<file path="src/sv/fbma_fifo.sv">
module fbma_fifo #(
  parameter int unsigned Width = 8
) (
  input  logic             clk_i,
  input  logic             rst_ni,
  input  logic             push_i,
  input  logic [Width-1:0] data_i,
  output logic             full_o,
  input  logic             pop_i,
  output logic             empty_o,
  output logic [Width-1:0] data_o
);

  logic [Width-1:0] mem_q [2];
  logic             wptr_q, rptr_q;
  logic [1:0]       cnt_q;
  logic             do_push, do_pop;

  assign full_o  = (cnt_q == 2'd2);
  assign empty_o = (cnt_q == 2'd0);
  assign do_push = push_i && !full_o;
  assign do_pop  = pop_i && !empty_o;
  assign data_o  = mem_q[rptr_q];

  // Pointers and fill count.
  always_ff @(posedge clk_i or negedge rst_ni) begin
    if (!rst_ni) begin
      wptr_q <= 1'b0;
      rptr_q <= 1'b0;
      cnt_q  <= 2'd0;
    end else begin
      if (do_push) wptr_q <= ~wptr_q;
      if (do_pop) rptr_q <= ~rptr_q;
      cnt_q <= cnt_q + {1'b0, do_push} - {1'b0, do_pop};
    end
  end

  // Storage holds no control state.
  always_ff @(posedge clk_i) begin
    if (do_push) mem_q[wptr_q] <= data_i;
  end

endmodule

</file>
<file path="config.mk">
export PLATFORM = sky130hd
export DESIGN_NAME = fbma_fifo
export DESIGN_NICKNAME = d
export VERILOG_FILES = /design/src/sv/fbma_fifo.sv
export SDC_FILE = /design/constraint.sdc
export NUM_CORES = 1
export LEC_CHECK = 0
export BUFFER_PORTS_ARGS = -buffer_cell sky130_fd_sc_hd__buf_2
export CAP_MARGIN = 15
export CORE_MARGIN = 5
export CORE_UTILIZATION = 25
export CTS_CLUSTER_SIZE = 20
export DETAILED_ROUTE_END_ITERATION = 7
export GPL_TIMING_DRIVEN = 0
export PLACE_DENSITY = 0.42
export SLEW_MARGIN = 20
export SYNTH_ARGS = -nofsm -noshare
export SYNTH_HDL_FRONTEND = slang
export SYNTH_SLANG_ARGS = --single-unit
</file>
<file path="constraint.sdc">
create_clock -name clk_i -period 3.1 [get_ports clk_i]
set_clock_uncertainty 0.05 [all_clocks]
set_input_delay 0.31 -clock clk_i [delete_from_list [all_inputs] [get_ports clk_i]]
set_output_delay 0.31 -clock clk_i [all_outputs]
set_load 0.005 [all_outputs]
</file>
==> flow_metrics.tcl <==
set metrics [dict create \
    pwr-share-comb_pct 31.5 \
    synth_cell_types 13 \
    core_area_mm2 0.00300 \
    fp.dieArea_mm2 0.00432 \
    crit_path_top_delay_cell "mux2_2" \
    rows 20 \
    gp_congestion 0.656 \
    setup_viol 0 \
    hp-class "in2reg" \
    grt_max_degree 13 \
    gr-usage-all-layers_pct 6.96 \
    postCtsSetupRepairBufs 0 \
    nNetsFinal 84 \
    cts_buffers 3 \
    cts_resized 0 \
    status "complete, no violations" \
    syn_inst 43 \
    synthAdderAreaFrac_pct 3.23 \
    ir_drop_mv 0.346 \
    grt_setup_unrepaired "false" \
    p_seq_share_pct 44.8 \
    powerDensity_mw_per_mm2 910 \
    wl_per_cell_um 12.7 \
    power_switching_uw 244 \
    die_h_um 65.7 \
    area_growth_pct 26.9 \
    tritoncts "done" \
    clock_latency_ns 0.30 \
    drt_iter0_drc 3 \
    io_pins 22 \
    cp-end-kind "output pin" \
    htreeDepth 1 \
    synth_fp_nets 57 \
    final_cell_mix "22 x buf_2, 16 x edfxtp_1, 8 x mux2_2" \
    path_cells "buf_2 > mux2_2 > buf_2" \
    internal_power_uw 652 \
    vias 422 \
    synth_seq_cells 20 \
    drv_slew 0 \
    worstSetupPathType "reg2out" \
    grt_first_pass_wirelength_um 2170 \
    synth_top_area_share_pct 61.9 \
    ys_top_cells_by_area "edfxtp_1 62%, dfrtp_1 13%, mux2_2 12%" \
    postCtsHoldBufs 1 \
    critPathMaxStageDelay_ns 0.37 \
    port_buffers 21 \
    clkSlewWorstSetupHoldPaths_ns 0.12 \
    syn-cell-area_um2 776 \
    ant_nets 0 \
    antenna_cells 0 \
    crit_required_ns 2.74 \
    start_util_pct 25.8 \
    cts_sinks 20 \
    synthSimpleGateAreaFrac_pct 4.19 \
    r2r_slack_ns 1.47 \
    fin_util_pct 32.8 \
    viasPerCell 4.14 \
    critPathMaxFanout 9 \
    final_common_cell "buf_2" \
    period_share_pct 55.6 \
    grt_overflow 0 \
    slew-limit-headroom_pct 52.2 \
    fin_crit_ns 1.72 \
    worstMarginPinSlew_ns 0.714 \
    cp_common_cell "buf_2" \
    syn_area_per_cell_um2 18.0 \
    synthMuxAreaShare_pct 11.6 \
    drive_gt1_share_pct 50.7 \
    yosys.area.top_type "edfxtp_1" \
    hold_viol 0 \
    pwr-share-clk_pct 23.7 \
    yosysWarnings 0 \
    firstDrtPassIters 2 \
    grt_pass1_vias 455 \
    setup-tns-final_ns 0 \
    wl_um 1290 \
    yosysSeqAreaShare_pct 74.8 \
    cp.arrival_ns 1.36 \
    maxCapViolations 0 \
    swShare_pct 27.2 \
    p_leak_uw 0.000405 \
    route.detailed.drc 0 \
    fp.dieW_um 65.7 \
    antenna_found_initial 0 \
    max_freq_mhz 580 \
    cts_root_buffer "clkbuf_4" \
    synth_top_family_by_area "multiplexers" \
    synth-xor-area-share_pct 4.52 \
    worstSetupStartpointType "flip-flop" \
    clockBufferDepth 2 \
    synth_compound_area_share_pct 0 \
    dp_hpwl_um 937 \
]
synth_stat cells:
master,count
mux2_2,8
dfrtp_1,4
nor2b_2,1
buf_2,1
nand2_1,1
inv_1,2
nor2_1,2
xor2_1,1
and3_1,1
ha_1,2
edfxtp_1,16
nand2b_1,1
xnor2_1,3
path summary, 6_finish.rpt:
kind / cells past startpoint / startpoint / to
worst max-delay path: 3 / rptr_q / data_o[1]
worst min-delay path: 1 / data_i[2] / mem_q[0][2]
worst max register to register: 3 / cnt_q[1] / mem_q[0][1]
worst min register to register: 1 / wptr_q / wptr_q
max in group asynchronous: 2 / rst_ni / rptr_q
min in group asynchronous: 2 / rst_ni / cnt_q[1]
worst max-delay path, delay by kind of cell, from the launching register on:
family	cells	cell delay, ns
buffers and inverters	2	0.37
muxes	1	0.37
DFF	1	0.33
power by group through the flow:
stage	Sequential (uW)	Clock, uW	Combinational (uW)
floorplan	402	0	190
global placement	406	0	292
global route	412	229	325
CTS	401	219	294
finish	401	213	282
detailed placement	407	0	293
metrics by stage:
step | area [um^2] | hold slack [ns] | total power (uW) | cells | setup slack [ns]
2_1_floorplan | 776 | -0.0356 | 592 | 43 | 1.58
3_3_place_gp | 922 | 0.0745 | 698 | 97 | 1.40
3_5_place_dp | 922 | 0.0782 | 700 | 97 | 1.44
4_1_cts | 985 | 0.125 | 915 | 102 | 1.34
5_1_grt | 985 | 0.119 | 966 | 102 | 1.27
6_report | 985 | 0.135 | 896 | 102 | 1.38
per-layer routing:
layer  vias up  share of wire [%]  GRT usage (%)
met5         -                  0              0
met3         2                9.9           3.59
met1       199                 40           8.26
met2        15                 49           10.8
li1        206                  -              -
met4         0               0.46           2.33
area by class of cell:
class,count,area (um^2)
sequential,20,581
clock inverter,1,30.0
inverter,2,7.51
buffer,1,5.00
clock buffer,3,22.5
tap,33,41.3
fill,315,2020
timing repair buffer,22,115
multi-input combinational,20,183
state kept, by name, indices dropped and copies added, names as in the netlist:
register and cells:
cnt_q 2, mem_q 16, rptr_q 1, wptr_q 1
kinds of logic after synthesis:
family                   after synthesis
flip-flops                            20
multiplexers                           8
AND/OR/NAND/NOR                        6
XOR/XNOR                               4
buffers and inverters                  3
adder cells (fa/ha/maj)                2
Note: power is estimated with default switching activity, not from simulation.
