File: config.mk
export PLATFORM = sky130hd
export DESIGN_NAME = fbma_front
export DESIGN_NICKNAME = d
export VERILOG_FILES = /design/src/sv/fbma_pkg.sv /design/src/sv/fbma_fifo.sv /design/src/sv/fbma_front.sv
export SDC_FILE = /design/constraint.sdc
export NUM_CORES = 1
export LEC_CHECK = 0
export BUFFER_PORTS_ARGS = -buffer_cell sky130_fd_sc_hd__buf_2
export CAP_MARGIN = 20
export CORE_ASPECT_RATIO = 1.4
export CORE_MARGIN = 4
export CORE_UTILIZATION = 30
export DETAILED_ROUTE_END_ITERATION = 8
export GPL_ROUTABILITY_DRIVEN = 0
export GPL_TIMING_DRIVEN = 0
export PLACE_DENSITY_LB_ADDON = 0.12
export SLEW_MARGIN = 15
export SYNTH_ARGS = -nofsm -noshare
export SYNTH_HDL_FRONTEND = slang
export SYNTH_SLANG_ARGS = --single-unit
File: constraint.sdc
create_clock -name clk_i -period 5.2 [get_ports clk_i]
set_input_delay 0.52 -clock clk_i [delete_from_list [all_inputs] [get_ports clk_i]]
set_output_delay 0.52 -clock clk_i [all_outputs]
set_load 0.02 [all_outputs]
File: src/sv/fbma_pkg.sv
package fbma_pkg;

  // Block numbers inside the engine carry one bit more than the ports,
  // since a found block may reach the configured block count minus one.
  localparam int unsigned BLK_W = 11;
  typedef logic [BLK_W-1:0] blk_t;

  // Free map words.
  localparam int unsigned FWORD = 32;
  localparam int unsigned FBIT_W = 5;

  // Request opcodes.
  localparam logic [1:0] OP_APPEND  = 2'd0;
  localparam logic [1:0] OP_RELEASE = 2'd1;
  localparam logic [1:0] OP_LOCATE  = 2'd2;

  // Result status codes.
  localparam logic [2:0] ST_OK       = 3'd0;
  localparam logic [2:0] ST_NO_FREE  = 3'd1;
  localparam logic [2:0] ST_IND_FULL = 3'd2;
  localparam logic [2:0] ST_NOTHING  = 3'd3;
  localparam logic [2:0] ST_UNMAPPED = 3'd4;

  // Configuration register indexes.
  localparam logic [1:0] CFG_BLOCK_COUNT = 2'd0;
  localparam logic [1:0] CFG_BLOCK_SIZE  = 2'd1;

  typedef struct packed {
    logic [1:0] opcode;
    logic       direct_valid;
    logic [9:0] direct_block;
    logic       indirect_valid;
    logic [9:0] indirect_block;
    logic [6:0] file_block_index;
    logic [7:0] byte_offset;
  } req_t;

  typedef struct packed {
    logic [2:0]  status;
    logic        new_direct_valid;
    logic [9:0]  new_direct_block;
    logic        new_indirect_valid;
    logic [9:0]  new_indirect_block;
    logic [9:0]  physical_block;
    logic [17:0] byte_address;
  } rsp_t;

  // Command classes decided by the front end.
  typedef enum logic [3:0] {
    K_APP_DIR,
    K_APP_NEW,
    K_APP_IND,
    K_REL_IND,
    K_REL_DIR,
    K_REL_NONE,
    K_LOC_DIR,
    K_LOC_IND,
    K_NOP
  } kind_e;

  typedef struct packed {
    kind_e kind;
    req_t  req;
  } cmd_t;

endpackage

File: src/sv/fbma_fifo.sv
module fbma_fifo #(
  parameter int unsigned Width = 8
) (
  input  logic             clk_i,
  input  logic             rst_ni,
  input  logic             push_i,
  input  logic [Width-1:0] data_i,
  output logic             full_o,
  input  logic             pop_i,
  output logic             empty_o,
  output logic [Width-1:0] data_o
);

  logic [Width-1:0] mem_q [2];
  logic             wptr_q, rptr_q;
  logic [1:0]       cnt_q;
  logic             do_push, do_pop;

  assign full_o  = (cnt_q == 2'd2);
  assign empty_o = (cnt_q == 2'd0);
  assign do_push = push_i && !full_o;
  assign do_pop  = pop_i && !empty_o;
  assign data_o  = mem_q[rptr_q];

  // Pointers and fill count.
  always_ff @(posedge clk_i or negedge rst_ni) begin
    if (!rst_ni) begin
      wptr_q <= 1'b0;
      rptr_q <= 1'b0;
      cnt_q  <= 2'd0;
    end else begin
      if (do_push) wptr_q <= ~wptr_q;
      if (do_pop) rptr_q <= ~rptr_q;
      cnt_q <= cnt_q + {1'b0, do_push} - {1'b0, do_pop};
    end
  end

  // Storage holds no control state.
  always_ff @(posedge clk_i) begin
    if (do_push) mem_q[wptr_q] <= data_i;
  end

endmodule

File: src/sv/fbma_front.sv
module fbma_front (
  input  logic            clk_i,
  input  logic            rst_ni,
  input  logic            push_i,
  input  fbma_pkg::req_t  req_i,
  input  logic            busy_clear_i,
  output logic            full_o,
  input  logic            cmd_pop_i,
  output logic            cmd_empty_o,
  output fbma_pkg::cmd_t  cmd_o
);

  import fbma_pkg::*;

  cmd_t                cmd_in;
  logic                q_full;
  logic [$bits(cmd_t)-1:0] q_out;

  // Classify the request by opcode and by the pointers it carries.
  always_comb begin
    cmd_in.req  = req_i;
    cmd_in.kind = K_NOP;
    unique case (req_i.opcode)
      OP_APPEND: begin
        if (!req_i.direct_valid) cmd_in.kind = K_APP_DIR;
        else if (!req_i.indirect_valid) cmd_in.kind = K_APP_NEW;
        else cmd_in.kind = K_APP_IND;
      end
      OP_RELEASE: begin
        if (req_i.indirect_valid) cmd_in.kind = K_REL_IND;
        else if (req_i.direct_valid) cmd_in.kind = K_REL_DIR;
        else cmd_in.kind = K_REL_NONE;
      end
      OP_LOCATE: begin
        if (req_i.file_block_index == '0) cmd_in.kind = K_LOC_DIR;
        else cmd_in.kind = K_LOC_IND;
      end
      default: cmd_in.kind = K_NOP;
    endcase
  end

  // No beat is taken while the stores are being cleared.
  assign full_o = q_full || busy_clear_i;

  fbma_fifo #(
    .Width($bits(cmd_t))
  ) u_cmd_q (
    .clk_i  (clk_i),
    .rst_ni (rst_ni),
    .push_i (push_i && !full_o),
    .data_i (cmd_in),
    .full_o (q_full),
    .pop_i  (cmd_pop_i),
    .empty_o(cmd_empty_o),
    .data_o (q_out)
  );

  assign cmd_o = cmd_t'(q_out);

endmodule

==> qor.csv <==
metric,value,unit
arrival,1.48,ns
timing.fmax,500,MHz
gr-total-overflow,0,
outcome,completed,
clkTransAtPathRegs,0.06,ns
nNetsFinal,317,
multi_input_area,826,um2
avgSynthCellArea,21.6,um2
numCtsBuffers,9,
grt_pass1_wl,9600,um
maxSlewHeadroom,0.645,
dp_slack,3.19,ns
internal-power,0.00176,W
drt-initial-drc-count,43,
slew_viol_final,0,
p_per_area,530,mW/mm2
ys_types,25,
fin_ws,3.20,ns
areaGrowthSynthToFinish,29.4,%
numClockSinks,90,
first_pass_iters,4,
cts_root_buf,clkbuf_16,
clockBufferDepth,2,
pwr-share-clk,0.270,
grt_max_degree,18,
num_rows,47,
antenna_found_initial,0,
clock_latency,0.33,ns
ys_ff_latch,90,
finClkSkew,0.00339,ns
start_util,0.306,
ir_drop,218,uV
power.switching,0.000723,W
synth_fp_nets,213,
critPathKind,register to output port,
end_kind,output port,
port_buffers,88,
final-seq-area,0.00268,mm2
final_hold_viol_count,0,
setup_viol,0,
die-area,0.0139,mm2
dieWidth,101,um
routedWlPerCell,15.2,um
fill_cells,1090,
hold_path.class,input port to register,
vias,1781,
critPathRequiredTime,4.68,ns
drc,0,
post_drt_via_cell_ratio,4.21,
syn_inst,167,
drive_above_1_share,0.576,
rsz0062_at_grt,false,
worstPathMaxFanout,10,
synth_area,0.00361,mm2
setup_tns,0,ns
synth_warnings,0,
post-route-min-period,2.00,ns
core_area,0.0118,mm2
ios,89,
tightest_slew,0.531,ns
seq_area_frac_synth,0.742,
critPathLaunchType,register,
maxCapViolations,0,
drt.antenna.violating_nets,0,
wl,6440,um
hpwl,4620,um
cts_htree_levels,3,
grtUsageTotal,0.0959,
cts_tree,yes,
grt_pass1_vias,1863,
die_y,138,um
finalCritPeriodShare,0.385,
power_frac_comb,0.351,
swShare,0.292,
antennaDiodeCount,0,
leakage,1.87,nW
seq_power_share,0.379,
cts_resized,0,
## cell usage after synthesis
master,number,area (um2)
and3_1,1,6.26
mux2_2,4,45.0
nand2_1,1,3.75
a31o_1,1,8.76
nand2b_1,1,6.26
nor4b_4,1,23.8
inv_2,1,3.75
buf_6,1,11.3
nor2_1,3,11.3
xor2_1,1,8.76
o21ai_0,2,10.0
xnor2_1,2,17.5
xnor2_2,1,16.3
buf_12,4,80.1
a211o_1,1,8.76
inv_1,5,18.8
edfxtp_1,86,2580
nor4_1,1,6.26
a221oi_1,1,8.76
a21oi_1,2,10.0
and2_1,1,6.26
mux2_4,39,586
ha_1,2,25.0
dfrtp_1,4,100
nor2b_2,1,8.76
## state kept, by name (all words and copies together), names as in the netlist
signal	count
u_cmd_q.mem_q	86
u_cmd_q.rptr_q	1
u_cmd_q.wptr_q	1
u_cmd_q.cnt_q	2
## cell usage in the layout, fill, tap and decap left out, types with 2 or more instances in the layout
cell type | netlist | layout
o21ai_0 | 2 | 2
bufinv_16 | 0 | 2
nor2_1 | 3 | 2
mux2_4 | 39 | 39
clkbuf_16 | 0 | 9
a21oi_1 | 2 | 2
dfrtp_1 | 4 | 4
clkbuf_1 | 0 | 2
mux2_2 | 4 | 4
inv_1 | 5 | 5
buf_16 | 0 | 4
xnor2_1 | 2 | 2
buf_2 | 0 | 88
edfxtp_1 | 86 | 86
ha_1 | 2 | 2
buf_12 | 4 | 4
## cell type report
class	instances	area share
well taps	147	0.0393
flip-flops and latches	90	0.574
inverters	6	0.00482
clock buffers	11	0.0498
plain buffers	5	0.0195
repair buffers	93	0.120
clock inverters	5	0.0166
multi-input cells	66	0.177
## critical path, cell delays in order, from the launching register on
cell     delay [ns]
dfrtp_1        0.34
buf_6          0.18
buf_12         0.16
mux2_4         0.31
buf_2          0.16
## cell families after synthesis
family,Yosys count,share of synthesized area
buf+inv,11,0.0315
flops,90,0.742
simple gates,10,0.0201
mux,43,0.175
fa+ha+maj,2,0.00692
compound gates,7,0.0128
xor+xnor,4,0.0118
## layer usage
layer	routed length [um]	track usage
met1	2500	0.103
met2	3340	0.161
met3	480	0.0367
met4	122	0.0539
met5	0	0
## power groups by stage
stage          combinational, W  sequential, W  clock [W]
2_1_floorplan          0.000641       0.000951          0
3_3_place_gp           0.000856       0.000960          0
3_5_place_dp           0.000894       0.000955          0
4_1_cts                0.000896       0.000940   0.000695
5_1_grt                0.000930       0.000948   0.000732
6_report               0.000871       0.000939   0.000669
## path summary, 6_finish.rpt
kind / cells past startpoint / to / startpoint / slack (ns)
hold reg to reg: 1 / u_cmd_q.wptr_q / u_cmd_q.wptr_q / 0.57
hold / removal: 1 / u_cmd_q.mem_q[0][4] / req_i[4] / 0.37
setup / recovery: 4 / cmd_o[39] / u_cmd_q.rptr_q / 3.20
setup reg to reg: 3 / u_cmd_q.mem_q[0][27] / u_cmd_q.cnt_q[1] / 3.43
min in group asynchronous: 2 / u_cmd_q.cnt_q[0] / rst_ni / 0.51
max in group asynchronous: 2 / u_cmd_q.wptr_q / rst_ni / 4.57
## stage by stage
stage	hold WS [ns]	std cells	power (W)	util	cell area [um2]
after floorplan	0.224	167	0.00159	-	3610
after global placement	0.332	402	0.00182	0.359	4240
after detailed placement	0.332	406	0.00185	0.369	4360
after CTS	0.356	423	0.00253	0.396	4680
after global routing	0.354	423	0.00261	0.396	4680
final	0.373	423	0.00248	0.396	4680
## timing repair
item | in CTS | in global routing
buffers inserted | 0 | 0
hold buffers | 1 | 0
endpoints found under the hold margin | 4 | 0
Note: power is estimated with default switching activity, not from simulation.
